## config.mk

```make
export PLATFORM = sky130hd
export DESIGN_NAME = grid_neighbourhood_diff_top
export DESIGN_NICKNAME = d
export VERILOG_FILES = /design/src/sv/gnd_pkg.sv /design/src/sv/grid_neighbourhood_diff_top.sv /design/src/sv/gnd_front.sv /design/src/sv/gnd_fifo.sv /design/src/sv/gnd_back.sv
export SDC_FILE = /design/constraint.sdc
export NUM_CORES = 1
export LEC_CHECK = 0
export ABC_AREA = 1
export BUFFER_PORTS_ARGS = -buffer_cell sky130_fd_sc_hd__buf_2
export CAP_MARGIN = 0
export CORE_ASPECT_RATIO = 0.9
export CORE_MARGIN = 5
export CORE_UTILIZATION = 39
export DETAILED_ROUTE_END_ITERATION = 6
export GPL_ROUTABILITY_DRIVEN = 0
export PLACE_DENSITY_LB_ADDON = 0.2
export SLEW_MARGIN = 20
export SYNTH_ARGS = -nofsm -noshare
export SYNTH_HDL_FRONTEND = slang
export SYNTH_HIERARCHICAL = 1
export SYNTH_SLANG_ARGS = --single-unit
export TNS_END_PERCENT = 1
```

## constraint.sdc

```tcl
create_clock -name clk_i -period 9.5 [get_ports clk_i]
set_clock_uncertainty 0.2 [all_clocks]
set_input_delay 1.9 -clock clk_i [delete_from_list [all_inputs] [get_ports clk_i]]
set_output_delay 1.9 -clock clk_i [all_outputs]
set_load 0.1 [all_outputs]
```

## src/sv/gnd_pkg.sv

```systemverilog
// ----------------------------------------------------------------------------
// gnd_pkg
// shared types, codes and offset tables of the neighbourhood difference block
// ----------------------------------------------------------------------------
package gnd_pkg;

  localparam int unsigned CoordW  = 8;
  localparam int unsigned CfgW    = 9;
  localparam int unsigned CfgIdxW = 8;
  localparam int unsigned NbCells = 9;
  localparam int unsigned MaskW   = 2 * NbCells;
  localparam int unsigned IdxW    = $clog2(MaskW);

  localparam logic [CfgIdxW-1:0] RegGridWidth  = CfgIdxW'(0);
  localparam logic [CfgIdxW-1:0] RegGridHeight = CfgIdxW'(1);

  localparam logic KindAdded   = 1'b0;
  localparam logic KindRemoved = 1'b1;

  // one queued transaction: both centres and the set of cells to report
  // mask bits 0..8 added cells, 9..17 removed cells, dy outer and dx inner
  typedef struct packed {
    logic [MaskW-1:0]  mask;
    logic [CoordW-1:0] new_row;
    logic [CoordW-1:0] new_col;
    logic [CoordW-1:0] old_row;
    logic [CoordW-1:0] old_col;
  } entry_t;

  // column offset of a mask bit, as an 8-bit two's complement value
  function automatic logic [CoordW-1:0] dx_off(logic [IdxW-1:0] idx);
    logic [CoordW-1:0] off;
    case (idx) inside
      5'd0, 5'd3, 5'd6, 5'd9, 5'd12, 5'd15:  off = '1;
      5'd1, 5'd4, 5'd7, 5'd10, 5'd13, 5'd16: off = '0;
      default:                               off = CoordW'(1);
    endcase
    return off;
  endfunction

  // row offset of a mask bit, as an 8-bit two's complement value
  function automatic logic [CoordW-1:0] dy_off(logic [IdxW-1:0] idx);
    logic [CoordW-1:0] off;
    case (idx) inside
      5'd0, 5'd1, 5'd2, 5'd9, 5'd10, 5'd11:   off = '1;
      5'd3, 5'd4, 5'd5, 5'd12, 5'd13, 5'd14:  off = '0;
      default:                                off = CoordW'(1);
    endcase
    return off;
  endfunction

endpackage

```

## src/sv/grid_neighbourhood_diff_top.sv

```systemverilog
// ----------------------------------------------------------------------------
// grid_neighbourhood_diff_top
// 3x3 neighbourhood difference of an old and a new sector on a sized grid
// ----------------------------------------------------------------------------
//  channel   direction  handshake                    payload
//  s_axis    in         s_axis_tvalid/s_axis_tready  tdata old_col, old_row, new_col, new_row
//  m_axis    out        m_axis_tvalid/m_axis_tready  tdata cell_col, cell_row; tuser kind,
//                                                    empty_res; tlast last
//  cfg       in         cfg_valid_i/cfg_ready_o      cfg_index_i, cfg_data_i
//
// one result per cycle while m_axis_tready is high: a transaction with n reported cells
// gives n results (1 for an empty difference), from 1 up to 18, set by the emitter; an
// accepted input passes the queue, the emitter's working register and the output register;
// input is taken while the queue has room, so the front keeps accepting while results
// wait on m_axis; reset clears the queue and the emitter; grid size resets to 16 by 16
// ----------------------------------------------------------------------------
module grid_neighbourhood_diff_top #(
  parameter int unsigned MAX_GRID   = 256,
  parameter int unsigned FIFO_DEPTH = 2
) (
  input  logic                         clk_i,
  input  logic                         rst_ni,
  input  logic                         s_axis_tvalid,
  output logic                         s_axis_tready,
  input  logic [31:0]                  s_axis_tdata,   // old_col, old_row, new_col, new_row
  output logic                         m_axis_tvalid,
  input  logic                         m_axis_tready,
  output logic [15:0]                  m_axis_tdata,   // cell_col, cell_row
  output logic [1:0]                   m_axis_tuser,   // kind, empty_res
  output logic                         m_axis_tlast,
  input  logic                         cfg_valid_i,
  output logic                         cfg_ready_o,
  input  logic [gnd_pkg::CfgIdxW-1:0]  cfg_index_i,
  input  logic [gnd_pkg::CfgW-1:0]     cfg_data_i
);

  gnd_pkg::entry_t front_entry, q_entry;
  logic            q_full, q_valid, q_pop, push;

  assign cfg_ready_o   = 1'b1;
  assign s_axis_tready = !q_full;
  assign push          = s_axis_tvalid && !q_full;

  gnd_front #(
    .MAX_GRID (MAX_GRID)
  ) u_front (
    .clk_i       (clk_i),
    .rst_ni      (rst_ni),
    .cfg_valid_i (cfg_valid_i),
    .cfg_index_i (cfg_index_i),
    .cfg_data_i  (cfg_data_i),
    .old_col_i   (s_axis_tdata[7:0]),
    .old_row_i   (s_axis_tdata[15:8]),
    .new_col_i   (s_axis_tdata[23:16]),
    .new_row_i   (s_axis_tdata[31:24]),
    .entry_o     (front_entry)
  );

  gnd_fifo #(
    .DEPTH (FIFO_DEPTH)
  ) u_fifo (
    .clk_i   (clk_i),
    .rst_ni  (rst_ni),
    .push_i  (push),
    .data_i  (front_entry),
    .full_o  (q_full),
    .pop_i   (q_pop),
    .valid_o (q_valid),
    .data_o  (q_entry)
  );

  gnd_back u_back (
    .clk_i       (clk_i),
    .rst_ni      (rst_ni),
    .q_valid_i   (q_valid),
    .q_data_i    (q_entry),
    .q_pop_o     (q_pop),
    .out_valid_o (m_axis_tvalid),
    .out_ready_i (m_axis_tready),
    .kind_o      (m_axis_tuser[0]),
    .cell_col_o  (m_axis_tdata[7:0]),
    .cell_row_o  (m_axis_tdata[15:8]),
    .empty_res_o (m_axis_tuser[1]),
    .last_o      (m_axis_tlast)
  );

endmodule

```

## src/sv/gnd_front.sv

```systemverilog
// ----------------------------------------------------------------------------
// gnd_front
// grid size registers and classification of the 18 candidate cells
// ----------------------------------------------------------------------------
module gnd_front #(
  parameter int unsigned MAX_GRID = 256
) (
  input  logic                           clk_i,
  input  logic                           rst_ni,
  input  logic                           cfg_valid_i,
  input  logic [gnd_pkg::CfgIdxW-1:0]    cfg_index_i,
  input  logic [gnd_pkg::CfgW-1:0]       cfg_data_i,
  input  logic [gnd_pkg::CoordW-1:0]     old_col_i,
  input  logic [gnd_pkg::CoordW-1:0]     old_row_i,
  input  logic [gnd_pkg::CoordW-1:0]     new_col_i,
  input  logic [gnd_pkg::CoordW-1:0]     new_row_i,
  output gnd_pkg::entry_t                entry_o
);

  logic [gnd_pkg::CfgW-1:0] width_q, width_d;
  logic [gnd_pkg::CfgW-1:0] height_q, height_d;
  logic [9:0]               eff_w, eff_h;

  always_comb begin
    width_d  = width_q;
    height_d = height_q;
    if (cfg_valid_i) begin
      if (cfg_index_i == gnd_pkg::RegGridWidth) begin
        width_d = cfg_data_i;
      end else if (cfg_index_i == gnd_pkg::RegGridHeight) begin
        height_d = cfg_data_i;
      end
    end
  end

  always_ff @(posedge clk_i or negedge rst_ni) begin
    if (!rst_ni) begin
      width_q  <= gnd_pkg::CfgW'(16);
      height_q <= gnd_pkg::CfgW'(16);
    end else begin
      width_q  <= width_d;
      height_q <= height_d;
    end
  end

  // saturate to the largest supported grid
  assign eff_w = (32'(width_q) > MAX_GRID) ? 10'(MAX_GRID) : {1'b0, width_q};
  assign eff_h = (32'(height_q) > MAX_GRID) ? 10'(MAX_GRID) : {1'b0, height_q};

  // cell of centre (cx,cy) at offset (dx,dy) is in the grid and not near (ox,oy)
  function automatic logic keep_cell(logic [7:0] cx, logic [7:0] cy, int dx, int dy,
                                     logic [7:0] ox, logic [7:0] oy,
                                     logic [9:0] w, logic [9:0] h);
    logic signed [10:0] x, y, ddx, ddy;
    logic               ok, nx, ny;
    x   = $signed({3'b000, cx}) + 11'(dx);
    y   = $signed({3'b000, cy}) + 11'(dy);
    ok  = (x >= 0) && (x < $signed({1'b0, w})) && (y >= 0) && (y < $signed({1'b0, h}));
    ddx = x - $signed({3'b000, ox});
    ddy = y - $signed({3'b000, oy});
    nx  = (ddx >= -1) && (ddx <= 1);
    ny  = (ddy >= -1) && (ddy <= 1);
    return ok && !(nx && ny);
  endfunction

  always_comb begin
    entry_o.old_col = old_col_i;
    entry_o.old_row = old_row_i;
    entry_o.new_col = new_col_i;
    entry_o.new_row = new_row_i;
    entry_o.mask    = '0;
    for (int dyi = 0; dyi < 3; dyi++) begin
      for (int dxi = 0; dxi < 3; dxi++) begin
        entry_o.mask[dyi*3 + dxi] =
          keep_cell(new_col_i, new_row_i, dxi - 1, dyi - 1, old_col_i, old_row_i, eff_w, eff_h);
        entry_o.mask[gnd_pkg::NbCells + dyi*3 + dxi] =
          keep_cell(old_col_i, old_row_i, dxi - 1, dyi - 1, new_col_i, new_row_i, eff_w, eff_h);
      end
    end
  end

endmodule

```

## src/sv/gnd_fifo.sv

```systemverilog
// ----------------------------------------------------------------------------
// gnd_fifo
// short register queue between classification and emission
// ----------------------------------------------------------------------------
module gnd_fifo #(
  parameter int unsigned DEPTH = 2
) (
  input  logic            clk_i,
  input  logic            rst_ni,
  input  logic            push_i,
  input  gnd_pkg::entry_t data_i,
  output logic            full_o,
  input  logic            pop_i,
  output logic            valid_o,
  output gnd_pkg::entry_t data_o
);

  localparam int unsigned PtrW = (DEPTH > 1) ? $clog2(DEPTH) : 1;
  localparam int unsigned CntW = $clog2(DEPTH + 1);

  gnd_pkg::entry_t mem_q [DEPTH];
  logic [PtrW-1:0] wr_q, wr_d, rd_q, rd_d;
  logic [CntW-1:0] cnt_q, cnt_d;
  logic            do_push, do_pop;

  assign full_o  = (cnt_q == CntW'(DEPTH));
  assign valid_o = (cnt_q != '0);
  assign data_o  = mem_q[rd_q];
  assign do_push = push_i && !full_o;
  assign do_pop  = pop_i && valid_o;

  always_comb begin
    wr_d  = wr_q;
    rd_d  = rd_q;
    cnt_d = cnt_q;
    if (do_push) begin
      wr_d = (wr_q == PtrW'(DEPTH - 1)) ? '0 : wr_q + PtrW'(1);
    end
    if (do_pop) begin
      rd_d = (rd_q == PtrW'(DEPTH - 1)) ? '0 : rd_q + PtrW'(1);
    end
    if (do_push && !do_pop) begin
      cnt_d = cnt_q + CntW'(1);
    end else if (do_pop && !do_push) begin
      cnt_d = cnt_q - CntW'(1);
    end
  end

  always_ff @(posedge clk_i or negedge rst_ni) begin
    if (!rst_ni) begin
      wr_q  <= '0;
      rd_q  <= '0;
      cnt_q <= '0;
    end else begin
      wr_q  <= wr_d;
      rd_q  <= rd_d;
      cnt_q <= cnt_d;
    end
  end

  always_ff @(posedge clk_i) begin
    if (do_push) begin
      mem_q[wr_q] <= data_i;
    end
  end

endmodule

```

## src/sv/gnd_back.sv

```systemverilog
// ----------------------------------------------------------------------------
// gnd_back
// walks the cell mask of one transaction and emits one result per cycle while out_ready_i allows
// ----------------------------------------------------------------------------
module gnd_back (
  input  logic                        clk_i,
  input  logic                        rst_ni,
  input  logic                        q_valid_i,
  input  gnd_pkg::entry_t             q_data_i,
  output logic                        q_pop_o,
  output logic                        out_valid_o,
  input  logic                        out_ready_i,
  output logic                        kind_o,
  output logic [gnd_pkg::CoordW-1:0]  cell_col_o,
  output logic [gnd_pkg::CoordW-1:0]  cell_row_o,
  output logic                        empty_res_o,
  output logic                        last_o
);

  localparam int unsigned MaskW = gnd_pkg::MaskW;
  localparam int unsigned IdxW  = gnd_pkg::IdxW;

  logic                        w_valid_q, w_valid_d;
  gnd_pkg::entry_t             w_q, w_d;
  logic                        o_valid_q, o_valid_d;
  logic                        o_kind_q, o_kind_d, o_empty_q, o_empty_d, o_last_q, o_last_d;
  logic [gnd_pkg::CoordW-1:0]  o_col_q, o_col_d, o_row_q, o_row_d;

  logic                        out_free, emit, w_done, pop, is_empty, sel_kind;
  logic [MaskW-1:0]            low, rem;
  logic [IdxW-1:0]             idx;
  logic [gnd_pkg::CoordW-1:0]  base_col, base_row;

  assign out_free = !o_valid_q || out_ready_i;
  assign emit     = w_valid_q && out_free;
  assign is_empty = (w_q.mask == '0);
  assign low      = w_q.mask & (~w_q.mask + MaskW'(1));
  assign rem      = w_q.mask & (w_q.mask - MaskW'(1));
  assign w_done   = emit && (is_empty || (rem == '0));
  assign pop      = q_valid_i && (!w_valid_q || w_done);
  assign q_pop_o  = pop;

  always_comb begin
    idx = '0;
    for (int i = 0; i < MaskW; i++) begin
      if (low[i]) begin
        idx = idx | IdxW'(i);
      end
    end
  end

  assign sel_kind = (idx >= IdxW'(gnd_pkg::NbCells)) ? gnd_pkg::KindRemoved
                                                     : gnd_pkg::KindAdded;
  assign base_col = (sel_kind == gnd_pkg::KindRemoved) ? w_q.old_col : w_q.new_col;
  assign base_row = (sel_kind == gnd_pkg::KindRemoved) ? w_q.old_row : w_q.new_row;

  always_comb begin
    w_valid_d = w_valid_q;
    w_d       = w_q;
    if (pop) begin
      w_valid_d = 1'b1;
      w_d       = q_data_i;
    end else begin
      if (w_done) begin
        w_valid_d = 1'b0;
      end
      if (emit) begin
        w_d.mask = rem;
      end
    end
  end

  always_comb begin
    o_valid_d = o_valid_q;
    o_kind_d  = o_kind_q;
    o_col_d   = o_col_q;
    o_row_d   = o_row_q;
    o_empty_d = o_empty_q;
    o_last_d  = o_last_q;
    if (out_free) begin
      o_valid_d = emit;
    end
    if (emit) begin
      if (is_empty) begin
        o_kind_d  = gnd_pkg::KindAdded;
        o_col_d   = '0;
        o_row_d   = '0;
        o_empty_d = 1'b1;
        o_last_d  = 1'b1;
      end else begin
        o_kind_d  = sel_kind;
        o_col_d   = base_col + gnd_pkg::dx_off(idx);
        o_row_d   = base_row + gnd_pkg::dy_off(idx);
        o_empty_d = 1'b0;
        o_last_d  = (rem == '0);
      end
    end
  end

  always_ff @(posedge clk_i or negedge rst_ni) begin
    if (!rst_ni) begin
      w_valid_q <= 1'b0;
      o_valid_q <= 1'b0;
    end else begin
      w_valid_q <= w_valid_d;
      o_valid_q <= o_valid_d;
    end
  end

  always_ff @(posedge clk_i) begin
    w_q       <= w_d;
    o_kind_q  <= o_kind_d;
    o_col_q   <= o_col_d;
    o_row_q   <= o_row_d;
    o_empty_q <= o_empty_d;
    o_last_q  <= o_last_d;
  end

  assign out_valid_o = o_valid_q;
  assign kind_o      = o_kind_q;
  assign cell_col_o  = o_col_q;
  assign cell_row_o  = o_row_q;
  assign empty_res_o = o_empty_q;
  assign last_o      = o_last_q;

endmodule
```

==> results.toml, run 1 <==
[run_status]
status = "completed"

[synthesis]
synth.most_common_cell = "nand2_1"
synthTopCellsByCount = "nand2_1 (663), inv_1 (263), ha_1 (209), nand3_1 (179), edfxtp_1 (169)"
synth_top_cell_by_area = "edfxtp_1"
synthCells = 2294
ys_seq_area_share_pct = 32.3
async_reset_ff_share_pct = 12.4
syn_area_per_cell_um2 = 7.67
ys_seq_elements = 193
ys_types = 59
ys.flop_type = "edfxtp_1"
synth_top_area_share_pct = 28.8
synth_nets = 2571
syn-cell-area_mm2 = 0.0176
synth_warnings = 6
synthTopCellsByArea = "edfxtp_1 (29%), ha_1 (15%), nand2_1 (14%), inv_1 (5.6%), nand3_1 (5.1%)"
synth_edf_count = 169

[timing]
hold_viol_final = 0
setup_tns_ps = 0
fin_crit_sh_pct = 51.1
max_freq_mhz = 206
rsz0062_at_grt = "false"
timing.final.ws_setup_ps = 4650
tightest_slew_ps = 1040
fin_crit_ps = 4850
maxSlewViolCount = 0
setup-violations-final = 0
slew_headroom_pct = 29.8

[routing]
wl_per_cell_um = 16.2
drtIter0Drc = 1169
wl_um = 47700
vias_per_cell = 5.13
post-route-drc-count = 0
ant_nets = 0
vias = 15100
drtPass1Iterations = 6

[clock_tree]
hold_buffers = 0
root_buffer = "clkbuf_16"
cts.repair.resized = 0
cts_sinks = 193
clkTransAtPathRegs_ps = 70
clk_latency_ps = 440
numCtsBuffers = 17
clockBufferDepth = 2
cts_tree = "yes"
post_cts_buffers = 0
htree_levels = 4

[die]
fp-row-count = 73
start_util_pct = 39.7
coreArea_mm2 = 0.0444
die_area_mm2 = 0.0495
ioPinCount = 76
die_height_um = 212
fp.dieW_um = 234

[grt]
grt_pass1_wl_um = 76200
gr-total-overflow = 0
antenna_found_initial = 0
grt_max_degree = 53
grt_pass1_vias = 14300
grt_usage_pct = 19.2

[power_and_ir_drop]
p_leak_uw = 0.00915
power_per_cell_area_mw_per_mm2 = 172
vdd_drop_max_mv = 0.143

[hold_path]
min-delay-path-class = "flop to flop"
holdPathStages = 2

[placed_design]
dp_slack_ps = 4270
io_buffers = 74
hpwl_um = 37300

[critical_path]
ff2ff_path_depth = 18
cp_max_fo = 8
required_ps = 9470
crit_path_end_kind = "flop"
path_class = "input port to flop"
critPathArrivalTime_ps = 4820
start_kind = "input port"

[finish]
nets = 2610
drive_gt1_share_pct = 9.42
n_antenna_cell = 0
areaGrowthSynthToFinish_pct = 7.34

[flow_run]
drv_cap = 0
[cells in the final DEF (no fill, tap or decap), drive strengths merged, types with 2 or more instances in the layout]
cell type	synthesis	final
nor3	45	45
a21oi	126	126
o21a	5	5
fa	14	14
ha	209	209
nand4	65	65
a211oi	6	6
buf	54	79
edfxtp	169	169
a21o	5	5
inv	299	306
o211ai	4	4
o2111ai	2	2
o21ai	68	68
dfrtp	22	22
dfstp	2	2
nand2	685	685
o221ai	2	2
nor2	169	169
clkinv	3	11
xor2	65	65
mux2	13	13
nand3	185	185
clkbuf	5	17
a21boi	3	3
or2	6	6
nor4	3	3
xnor2	15	15
and3	2	2
o21bai	15	15
nand3b	19	19
[critical path, stage by stage]
cell and delay, ps:
buf_2 150, inv_1 360, ha_1 290, nand3_1 170, nor3_1 300, xor2_1 250
ha_1 310, inv_1 90, o21ai_0 70, a21oi_1 180, nand2_1 80, nand2_1 110
nand2_1 70, nand2_1 60, nand2_1 60, nor2_1 90, nand2_1 60, nand2_1 110
a21oi_1 90
[state kept, by name, summed over array words and instances (netlist names)]
name / flops
u_fifo/mem_q: 100
u_back/kind_o: 1
u_front/height_q: 9
u_back/empty_res_o: 1
u_front/width_q: 9
u_fifo/wr_q: 1
u_back/cell_row_o: 8
u_fifo/rd_q: 1
u_back/out_valid_o: 1
u_back/w_q: 50
u_fifo/cnt_q: 2
u_back/w_valid_q: 1
u_back/last_o: 1
u_back/cell_col_o: 8
[final timing paths]
check | from | endpoint | slack (ps)
hold / removal | u_fifo/cnt_q[1]$_DFFE_PN0P_ | u_fifo/cnt_q[1]$_DFFE_PN0P_ | 280
hold reg to reg | u_fifo/cnt_q[1]$_DFFE_PN0P_ | u_fifo/cnt_q[1]$_DFFE_PN0P_ | 280
setup / recovery | s_axis_tdata[17] | u_fifo/mem_q[0][38]$_DFFE_PP_ | 4650
max in group asynchronous | rst_ni | u_back/out_valid_o$_DFFE_PN0P_ | 7360
setup reg to reg | u_back/w_q[32]$_SDFFCE_PN0P_ | u_fifo/cnt_q[1]$_DFFE_PN0P_ | 5060
min in group asynchronous | rst_ni | u_front/height_q[2]$_DFFE_PN0P_ | 1280
[layout make-up]
type / count / area [um^2]
clock inverters: 15 / 144
clock buffers: 17 / 425
repair buffers: 79 / 408
multi-input cells: 1739 / 10300
fillers: 4525 / 25500
inverters: 303 / 1160
well taps: 600 / 751
flip-flops and latches: 193 / 5680
[per-layer routing]
| layer | GRT usage, % | vias up | wire length, um |
|---|---|---|---|
| met5 | 0 | - | 0 |
| met4 | 3.99 | 0 | 767 |
| met3 | 2.98 | 54 | 2660 |
| met2 | 30.5 | 409 | 21000 |
| met1 | 28.0 | 6943 | 23300 |
| li1 | - | 7711 | - |
[cells by family (layout without fill, tap and decap cells)]
| kind of cell | count (synthesis) | in the layout | synth area share, % |
|---|---|---|---|
| muxes | 13 | 13 | 0.832 |
| xor gates and xnor gates | 80 | 80 | 3.98 |
| DFF | 193 | 193 | 32.3 |
| AOI/OAI and AO/OA | 242 | 242 | 7.83 |
| buffers and inverters | 362 | 414 | 9.08 |
| and+or+nand+nor | 1180 | 1180 | 29.5 |
| adders and majority gates | 223 | 223 | 16.4 |
| other | 1 | 1 | 0.0213 |
[through the flow]
step | total power (uW) | hold slack [ps] | instance area [um^2] | util, % | std cells
3_3_place_gp | 2550 | 259 | 18300 | 41.3 | 2914
4_1_cts | 3270 | 278 | 18900 | 42.6 | 2946
2_1_floorplan | 2280 | 242 | 17600 | - | 2294
6_report | 3250 | 279 | 18900 | 42.6 | 2946
3_5_place_dp | 2580 | 259 | 18300 | 41.3 | 2914
5_1_grt | 3490 | 322 | 18900 | 42.6 | 2946
[report_power, final]
part	switching, uW	internal, uW	total [uW]	leakage [uW]
clock network	339	348	687	0.000283
logic	999	377	1380	0.00697
registers	50.4	1130	1180	0.00190
total	1390	1860	3250	0.00915
Note: power is estimated with default switching activity, not from simulation.
==> run 2, diff against run 1 <==
==> constraint.sdc (replaced) <==
create_clock -name clk_i -period 4.1 [get_ports clk_i]
set_clock_uncertainty 0.2 [all_clocks]
set_input_delay 0.82 -clock clk_i [delete_from_list [all_inputs] [get_ports clk_i]]
set_output_delay 0.82 -clock clk_i [all_outputs]
set_load 0.1 [all_outputs]
==> results.toml, run 2 (synthesis results as in run 1) <==
[die]
die_area_mm2 = 0.0495
fp-row-count = 73
die_height_um = 212
fp.dieW_um = 234
coreArea_mm2 = 0.0444
start_util_pct = 39.7
ioPinCount = 76

[critical_path]
cp_max_fo = 6
crit_path_end_kind = "flop"
crit_family = "simple AND/OR/NAND/NOR gates"
start_kind = "flop"
critPathArrivalTime_ps = 3940
required_ps = 4100
cpMostUsedCell = "nand2_1"
cp_slowest_cell = "edfxtp_1"
crit_chain = "buf_4 -> nor2_1 -> nand2_1 -> nor2_4 -> nand2_2 -> o21ai_0 -> nor2_1 -> nand2_1 -> o21ai_4 -> nand3_4 -> mux2_2 -> ha_1 -> fa_1 -> nand2_1 -> nand2_1 -> a21o_1 -> a21oi_1 -> o21ai_0 -> o21ai_0 -> a21oi_1"
critPathBufInv = 1
regToRegSetupSlack_ps = 160
path_class = "flop to flop"
max_stage_delay_ps = 460

[finish]
mostFrequentLayoutCells = "nand2_1 (660), inv_1 (261), ha_1 (207)"
fillCellCount = 4520
final_common_cell = "nand2_1"
drive_gt1_share_pct = 12.3
n_antenna_cell = 0
fin_cells = 3006
areaGrowthSynthToFinish_pct = 10.8
largest_reg_flops = 100
top_register = "u_fifo/mem_q"
top_regs = "u_fifo/mem_q: 100 flops, u_back/w_q: 50 flops"
nets = 2670

[flow_run]
drv_cap = 0

[timing]
fin_crit_ps = 3940
hold_viol_final = 0
holdWs_ps = 254
fin_crit_sh_pct = 96.1
slew_headroom_pct = 48.3
setup_tns_ps = 0
rsz0062_at_grt = "true"
setup-violations-final = 0
tightest_slew_ps = 775
max_freq_mhz = 254
maxSlewViolCount = 0

[grt]
use_met1_pct = 28.6
grt_pass1_vias = 14300
grt_use_met3_pct = 3.88
grt-busiest-layer = "met2"
antenna_found_initial = 0
grtUsageMet2_pct = 30.8
grt_usage_pct = 19.8
grt_pass1_wl_um = 77500
grt_max_degree = 53
gr-total-overflow = 0

[power_and_ir_drop]
power_per_cell_area_mw_per_mm2 = 398
vdd_drop_max_mv = 0.252
p_leak_uw = 0.00948

[placed_design]
hpwl_um = 38600
dpl.cell_count = 2956
io_buffers = 74

[clock_tree]
clk_latency_ps = 450
clkTransAtPathRegs_ps = 80
numCtsBuffers = 17
cts_sinks = 193
cts_tree = "yes"
clockBufferDepth = 2
htree_levels = 4
hold_buffers = 0
root_buffer = "clkbuf_16"

[routing]
post-route-drc-count = 0
vias = 15600
wl_per_cell_um = 16.5
drtPass1Iterations = 6
wl_um = 49600
drtIter0Drc = 1094
vias_per_cell = 5.19
ant_nets = 0

[run_status]
status = "completed"

[hold_path]
min-delay-path-class = "input port to async pin"
[run 2: cell count changes in the layout (fill, tap and decap cells not counted), moves of 3 or more]
cell | before | now
nand2_1 | 663 | 660
buf_4 | 5 | 62
nand3_2 | 5 | 9
nor2_1 | 151 | 148
nand2_2 | 19 | 22
nand3_1 | 179 | 174
[run 2: final timing paths]
kind / from / end / cells after the start
max: u_back/w_q[35]$_DFFE_PP_ / u_back/cell_col_o[6]$_SDFFCE_PP0P_ / 20
min: rst_ni / u_front/width_q[7]$_DFFE_PN0P_ / 1
max reg2reg: u_back/w_q[35]$_DFFE_PP_ / u_back/cell_col_o[6]$_SDFFCE_PP0P_ / 20
min reg2reg: u_fifo/cnt_q[1]$_DFFE_PN0P_ / u_fifo/cnt_q[1]$_DFFE_PN0P_ / 2
max in group asynchronous: rst_ni / u_fifo/cnt_q[1]$_DFFE_PN0P_ / 1
min in group clk_i: u_fifo/cnt_q[1]$_DFFE_PN0P_ / u_fifo/cnt_q[1]$_DFFE_PN0P_ / 2
[run 2: worst reg2reg max path: cells and delay by family, from the launching register on]
| family | cells | cell delay, ps |
|---|---|---|
| flip-flops | 1 | 460 |
| adder cells (fa/ha/maj) | 2 | 610 |
| buffers and inverters | 1 | 180 |
| multiplexers | 1 | 380 |
| AND/OR/NAND/NOR | 9 | 1050 |
| AO/OA/AOI/OAI | 7 | 820 |
[run 2: final cells by class]
type	instances	area (um^2)	area share [%]
Multi-Input combinational cell	1740	10400	53.6
Sequential cell	193	5680	29.1
Inverter	303	1160	5.93
Timing Repair Buffer	138	876	4.49
Tap cell	600	751	3.85
Clock buffer	17	425	2.18
Clock inverter	15	168	0.860
[run 2: what timing repair did]
action                     4_1_cts  5_1_grt
resized for setup                0       23
buffers inserted                 0       17
setup endpoints to repair        0        4
[run 2: routing by layer]
metal / up-vias / routed length, um
met1: 7201 / 23600
met5: - / 0
met4: 0 / 879
met2: 502 / 21500
met3: 59 / 3610
li1: 7839 / -
[run 2: metrics by stage]
step | power [uW] | cell area (um^2) | setup slack [ps] | utilization (%)
floorplan | 5280 | 17600 | 298 | -
global placement | 6010 | 18700 | -75.3 | 42.0
detailed placement | 6060 | 18700 | -94.2 | 42.0
CTS | 7750 | 19300 | 120 | 43.4
global route | 8310 | 19500 | -65.9 | 43.9
finish | 7760 | 19500 | 162 | 43.9
[run 2: report_power, final]
part,leakage [uW],switching (uW),internal [uW],total (uW)
Combinational,0.00729,2380,959,3340
Sequential,0.00190,119,2620,2740
Clock,0.000288,810,869,1680
Total,0.00948,3310,4450,7760
==> run 3, diff against run 2 <==
--- a/config.mk
+++ b/config.mk
@@ -17,6 +17,5 @@
 export SLEW_MARGIN = 20
 export SYNTH_ARGS = -nofsm -noshare
 export SYNTH_HDL_FRONTEND = slang
-export SYNTH_HIERARCHICAL = 1
 export SYNTH_SLANG_ARGS = --single-unit
 export TNS_END_PERCENT = 1
==> constraint.sdc (replaced) <==
create_clock -name clk_i -period 4.1 [get_ports clk_i]
set_clock_uncertainty 0.2 [all_clocks]
set_input_delay 0.41 -clock clk_i [delete_from_list [all_inputs] [get_ports clk_i]]
set_output_delay 0.41 -clock clk_i [all_outputs]
set_load 0.1 [all_outputs]
==> results.toml, run 3 <==
[timing]
hold_viol_final = 0
timing.final.ws_setup_ps = 214
slew_headroom_pct = 52.3
rsz0062_at_grt = "true"
holdWs_ps = 32.1
tightest_slew_ps = 716
fin_crit_ps = 3890
maxSlewViolCount = 0
fin_crit_sh_pct = 94.8
setup-violations-final = 0
max_freq_mhz = 257

[power_and_ir_drop]
power_frac_comb_pct = 34.6
seqPwrFrac_pct = 39.8
pwr-share-clk_pct = 25.6
power_per_cell_area_mw_per_mm2 = 349
vdd_drop_max_mv = 0.263
p_leak_uw = 0.00885
p_sw_uw = 2470
swShare_pct = 37.9
internal_power_uw = 4050

[die]
start_util_pct = 39.4
die_area_mm2 = 0.0464
fp-row-count = 71
die_height_um = 205
fp.dieW_um = 226
ioPinCount = 76
coreArea_mm2 = 0.0418

[synthesis]
syn_area_per_cell_um2 = 7.96
ys_seq_area_share_pct = 34.5
ys_seq_elements = 193
synth_nets = 2343
synth.most_common_cell = "nand2_1"
async_reset_ff_share_pct = 12.4
synthTopCellsByCount = "nand2_1 (549), inv_1 (240), ha_1 (209), edfxtp_1 (169), a21oi_1 (161)"
synth_top_cell_by_area = "edfxtp_1"
syn-cell-area_mm2 = 0.0164
ys.flop_type = "edfxtp_1"
synthCells = 2066
ys_types = 55
synth_warnings = 0
synthTopCellsByArea = "edfxtp_1 (31%), ha_1 (16%), nand2_1 (13%), inv_1 (5.5%), xor2_1 (5.2%)"
synth_edf_count = 169
synth_top_area_share_pct = 30.9

[grt]
gr-total-overflow = 0
grt_pass1_vias = 13500
grt_use_met3_pct = 3.81
use_met1_pct = 28.0
grtUsageMet2_pct = 30.1
antenna_found_initial = 0
grt_pass1_wl_um = 71500
grt_max_degree = 52
grt-busiest-layer = "met2"
grt_usage_pct = 19.4

[routing]
post-route-drc-count = 0
drtPass1Iterations = 5
vias = 14300
wl_um = 45800
ant_nets = 0
drtIter0Drc = 986
wl_per_cell_um = 16.6
vias_per_cell = 5.19

[flow_run]
drv_cap = 0

[critical_path]
cp_max_fo = 5
critPathArrivalTime_ps = 3980
crit_path_end_kind = "flop"
required_ps = 4190
regToRegSetupSlack_ps = 210
start_kind = "flop"
path_class = "flop to flop"

[clock_tree]
root_buffer = "clkbuf_16"
cts_sinks = 193
cts_tree = "yes"
clockBufferDepth = 2
numCtsBuffers = 17
clk_latency_ps = 440
clkTransAtPathRegs_ps = 80
htree_levels = 4

[finish]
mostFrequentLayoutCells = "nand2_1 (544), inv_1 (240), ha_1 (208)"
nets = 2474
areaGrowthSynthToFinish_pct = 13.5
final_cell_area_mm2 = 0.0187
drive_gt1_share_pct = 10.9
top_regs = "u_fifo.mem_q: 100 flops, u_back.w_q: 50 flops"
n_antenna_cell = 0
final_common_cell = "nand2_1"
final_util_pct = 44.7
top_register = "u_fifo.mem_q"
largest_reg_flops = 100

[placed_design]
place_area_mm2 = 0.0177
io_buffers = 74
hpwl_um = 35500
dp_slack_ps = 99.2

[run_status]
status = "completed"

[hold_path]
min-delay-path-class = "input port to flop"
[run 3: cell types whose count changed after synthesis, sizes merged, moves of 6 or more]
cell | previous run | this run
nand2 | 685 | 563
clkbuf | 5 | 23
o21ai | 68 | 76
inv | 299 | 245
nand3b | 19 | 12
a21o | 5 | 12
xor2 | 65 | 97
mux2 | 13 | 0
a21oi | 126 | 161
nand4 | 65 | 40
nand3 | 185 | 127
o21bai | 15 | 9
nor2 | 169 | 151
buf | 54 | 8
[run 3: critical path: stages, from the launching register on]
cell and delay (ps):
edfxtp_1 500, nor2_1 200, nand2_1 140, nor2_2 220, nand3_4 120, nor2_4 140
nor2_1 50, nand2_1 80, nor2_1 60, inv_1 70, a21oi_1 80, nor4b_2 340
ha_2 240, inv_1 50, fa_2 340, or2_4 260, nand2_1 60, a21o_1 140
a21oi_1 70, o21bai_1 180, o21ai_1 70, a21oi_1 130
[run 3: cell families after synthesis]
kind of cell,Yosys count,share of synthesized area (%)
and+or+nand+nor,960,25.2
AOI/OAI and AO/OA,294,9.88
buffers and inverters,278,6.55
adders and majority gates,223,17.6
DFF,193,34.5
xor gates and xnor gates,117,6.23
other,1,0.0228
[run 3: layout make-up]
cell class	instances	area, um^2
clock buffer	17	425
clock inverter	15	184
timing repair buffer	142	898
inverter	247	933
fill	4183	23100
multi-input combinational	1596	9860
sequential	193	5680
tap	547	684
[run 3: what timing repair did]
action                     4_1_cts  5_1_grt
hold endpoints to repair        23        0
gates resized for setup          0       40
hold buffers                     2        0
setup buffers                    0       26
setup endpoints to repair        0        6
[run 3: path summary, 6_finish.rpt]
path | cells past startpoint | endpoint | from
max in group asynchronous | 2 | u_front.width_q[1]$_DFFE_PN0P_ | rst_ni
worst min-delay path | 4 | u_back.out_valid_o$_DFFE_PN0P_ | m_axis_tready
min in group asynchronous | 2 | u_fifo.wr_q$_DFFE_PN0P_ | rst_ni
worst min register to register | 1 | u_fifo.cnt_q[0]$_DFFE_PN0P_ | u_fifo.cnt_q[0]$_DFFE_PN0P_
worst max-delay path | 21 | u_back.cell_col_o[6]$_SDFFCE_PP0P_ | u_back.w_q[41]$_DFFE_PP_
worst max register to register | 21 | u_back.cell_col_o[6]$_SDFFCE_PP0P_ | u_back.w_q[41]$_DFFE_PP_
[run 3: routing by layer]
metal | part of all wire, % | up-vias
met4 | 2.0 | 0
met1 | 47 | 6589
met2 | 44 | 426
li1 | - | 7229
met3 | 6.6 | 65
met5 | 0 | -
[run 3: stage by stage]
step | TNS (ps) | instances | power [uW]
2_1_floorplan | -736 | 2066 | 4260
3_3_place_gp | 0 | 2696 | 4810
3_5_place_dp | 0 | 2696 | 4860
4_1_cts | 0 | 2730 | 6530
5_1_grt | -186 | 2757 | 6970
6_report | 0 | 2757 | 6520
[run 3: power by group through the flow]
stage / Combinational (uW) / Clock (uW) / Sequential, uW
2_1_floorplan: 1460 / 0 / 2800
3_3_place_gp: 2170 / 0 / 2640
3_5_place_dp: 2220 / 0 / 2640
4_1_cts: 2230 / 1710 / 2600
5_1_grt: 2540 / 1810 / 2620
6_report: 2250 / 1670 / 2600
